<file path="config.mk">
export PLATFORM = sky130hd
export DESIGN_NAME = mpid_ram
export DESIGN_NICKNAME = d
export VERILOG_FILES = /design/src/sv/mpid_ram.sv
export SDC_FILE = /design/constraint.sdc
export NUM_CORES = 1
export LEC_CHECK = 0
export BUFFER_PORTS_ARGS = -buffer_cell sky130_fd_sc_hd__buf_2
export CAP_MARGIN = 25
export CORE_MARGIN = 2
export CORE_UTILIZATION = 44
export DETAILED_ROUTE_END_ITERATION = 16
export GPL_ROUTABILITY_DRIVEN = 0
export PLACE_DENSITY_LB_ADDON = 0.15
export SYNTH_ARGS = -nofsm -noshare
export SYNTH_HDL_FRONTEND = slang
export SYNTH_SLANG_ARGS = --single-unit
</file>
<file path="constraint.sdc">
create_clock -name clk -period 2.55 [get_ports clk]
set_clock_uncertainty 0.15 [all_clocks]
set_input_delay 0.3825 -clock clk [delete_from_list [all_inputs] [get_ports clk]]
set_output_delay 0.3825 -clock clk [all_outputs]
set_load 0.005 [all_outputs]
</file>
<file path="src/sv/mpid_ram.sv">
// ----------------------------------------------------------------------------
// mpid_ram
// Generic single write port, single read port RAM with a registered read.
// The read data holds while the read enable is low.
// ----------------------------------------------------------------------------
module mpid_ram #(
  parameter int WIDTH = 8,
  parameter int DEPTH = 8,
  parameter int AW    = (DEPTH > 1) ? $clog2(DEPTH) : 1
) (
  input  logic             clk,
  input  logic             we,
  input  logic [AW-1:0]    waddr,
  input  logic [WIDTH-1:0] wdata,
  input  logic             re,
  input  logic [AW-1:0]    raddr,
  output logic [WIDTH-1:0] rdata
);

  logic [WIDTH-1:0] mem [DEPTH];

  always_ff @(posedge clk) begin
    if (we) begin
      mem[waddr] <= wdata;
    end
    if (re) begin
      rdata <= mem[raddr];
    end
  end

endmodule

</file>
==> summary.txt <==
CP endpoint kind: flip-flop
Syn_area_per_cell: 24.3 um2
#FFs+latches synth: 72
DR DRC count: 0
Slew HR: 69.2%
Final setup viols: 0
Cts repair resizes: 0
Global Route Usage Sum: 14.2%
Final worst-path cycle share: 68.4%
PortBufs: 24
Max FO, Critical Path: 16
Fin util: 52.5%
Synth top area cells: edfxtp_1, mux4_1, mux2_2, mux4_2, nor2_1
Switching share of power: 19.4%
Global-route wire length before repair: 6950 um
Max-cap violations: 0
Initial DRC Count: 119
Final net count: 169
Yosys cell types: 13
Clk pwr share: 31.5%
Post-route cell area: 3140 um2
Wirelength per Cell: 19.6 um
# diodes: 0
P_int: 0.00175 W
I/O Pins: 25
Die width: 83.4 um
Run status: completed
Sequential share of power: 62.8%
Hold crit path type: in -> reg
Post-CTS Hold Buffers: 0
Critical path's largest stage delay: 0.62 ns
Post-detailed-routing wire length: 4500 um
DIE AREA: 6950 um2
Via count: 1218
Clk buf depth: 2
Cts bufs inserted: 9
Cells after Synth: 114
Antenna violations before repair: 0
Fmax: 0.573 GHz
Worst-path cell chain: buf_2 > mux4_1 > mux2_2
Cell leakage power: 1.09 nW
Switching pwr: 0.000420 W
Hold WS: 0.174 ns
Startpoint types: input port
TritonRoute pass-1 iters: 4
Vias in the first global route: 1256
Slack of the worst reg-to-reg path: 0.98 ns
Die Y: 83.4 um
Crit path DAT: 1.67 ns
Netlist Area Pre-Place: 2770 um2
DP HPWL: 2850 um
Antenna Violating Nets Remaining: 0
Site Rows: 28
Max VDD drop: 354 uV
Seq/Total Area, Yosys: 78.0%
Share of layout cells above drive strength 1: 32.3%
CTS tree: built
Max-slew violations: 0
Layout area overhead: 13.5%
Root buffer cell: clkbuf_8
Placeable Area: 5990 um2
Post-synth top area cell: edfxtp_1
Final Hold Vio Count: 0
Clk slew on worst S/H paths: 0.06 ns
RSZ-0062 raised after global routing: no
Via density per instance: 5.30
H-tree depth: 3
Starting Density: 46.3%
Clock Latency Late Sink: 0.33 ns
Yosys Warn Count: 0
Setup TNS: 0 ns
Setup CP Type: in -> reg
Slowest-stage cell, CP: mux4_1
Post-layout minimum cycle time: 1.74 ns
Worst endpoint required time: 2.48 ns
Worst-margin pin slew: 0.462 ns
Pin count of the biggest net entering global routing: 17
Syn Nets: 131
Comb pwr share: 5.7%
Crit-path leading delay family: multiplexers
Share of the synthesized area in the top cell type: 78.0%
Clock Sink Count: 72
Remaining Overflow, GRT: 0
Post-DP Area: 3000 um2
Critical path buffer and inverter count: 1
Power per cell area: 689 nW/um2
Number of setup buffers added after CTS: 0
==> worst register-to-register path: cells and delay by family (launching register included) <==
kind / cells / cell delay [ns]
mux: 2 / 0.79
flops: 1 / 0.38
==> registers in the layout, indices dropped and copies added (netlist names) <==
name / flops
mem: 64
rdata: 8
==> through the flow <==
stage / cells / total power (W) / setup WS, ns
floorplan: 114 / 0.00146 / 0.734
global placement: 216 / 0.00151 / 0.485
detailed placement: 216 / 0.00151 / 0.437
CTS: 230 / 0.00219 / 0.796
global route: 230 / 0.00225 / 0.754
finish: 230 / 0.00217 / 0.806
==> routing by layer <==
metal | share of wire (%) | wire (um) | vias to the layer above | GRT usage (%)
li1 | - | - | 563 | -
met1 | 44 | 1970 | 626 | 18.2
met2 | 52 | 2320 | 22 | 22.4
met3 | 3.2 | 143 | 7 | 3.68
met4 | 1.5 | 68 | 0 | 7.15
met5 | 0 | 0 | - | 0
==> final timing paths <==
check                           start                   to  cells after the start
setup / recovery             raddr[0]   rdata[1]$_DFFE_PP_                      3
setup reg to reg  mem[1][1]$_DFFE_PP_   rdata[1]$_DFFE_PP_                      2
hold reg to reg   mem[0][3]$_DFFE_PP_   rdata[3]$_DFFE_PP_                      2
hold / removal               wdata[6]  mem[5][6]$_DFFE_PP_                      1
==> final cells by class <==
class | count | area (um2)
Clock buffer | 11 | 131
Clock inverter | 3 | 11.3
Fill cell | 473 | 2850
Sequential cell | 72 | 2160
Tap cell | 75 | 93.8
Multi-Input combinational cell | 37 | 566
Timing Repair Buffer | 32 | 180
==> cells in the final DEF, fill, tap and decap left out, drive strengths merged <==
cell type	count
edfxtp	72
buf	32
mux4	16
clkbuf	11
mux2	8
nor2	6
nand2b	3
clkinv	3
nand2	2
nor3	2
==> power groups by stage <==
stage	Clock, W	Combinational (W)	Sequential, W
floorplan	0	0.0000715	0.00139
global placement	0	0.000121	0.00138
detailed placement	0	0.000126	0.00139
CTS	0.000706	0.000126	0.00136
global route	0.000748	0.000136	0.00136
finish	0.000682	0.000124	0.00136
==> cell usage after synthesis (all sizes together) <==
cell type  instances
mux4              16
edfxtp            72
buf                4
nand2b             3
nor2               6
nor3               2
mux2               8
nand2              2
clkbuf             1
==> cells by family (layout without fill, tap and decap cells) <==
family        Yosys count  count (layout)  share of synthesized area [%]
simple gates           13              13                           2.12
flops                  72              72                           78.0
buf+inv                 5              46                           1.58
mux                    24              24                           18.3
Note: power is estimated with default switching activity, not from simulation.
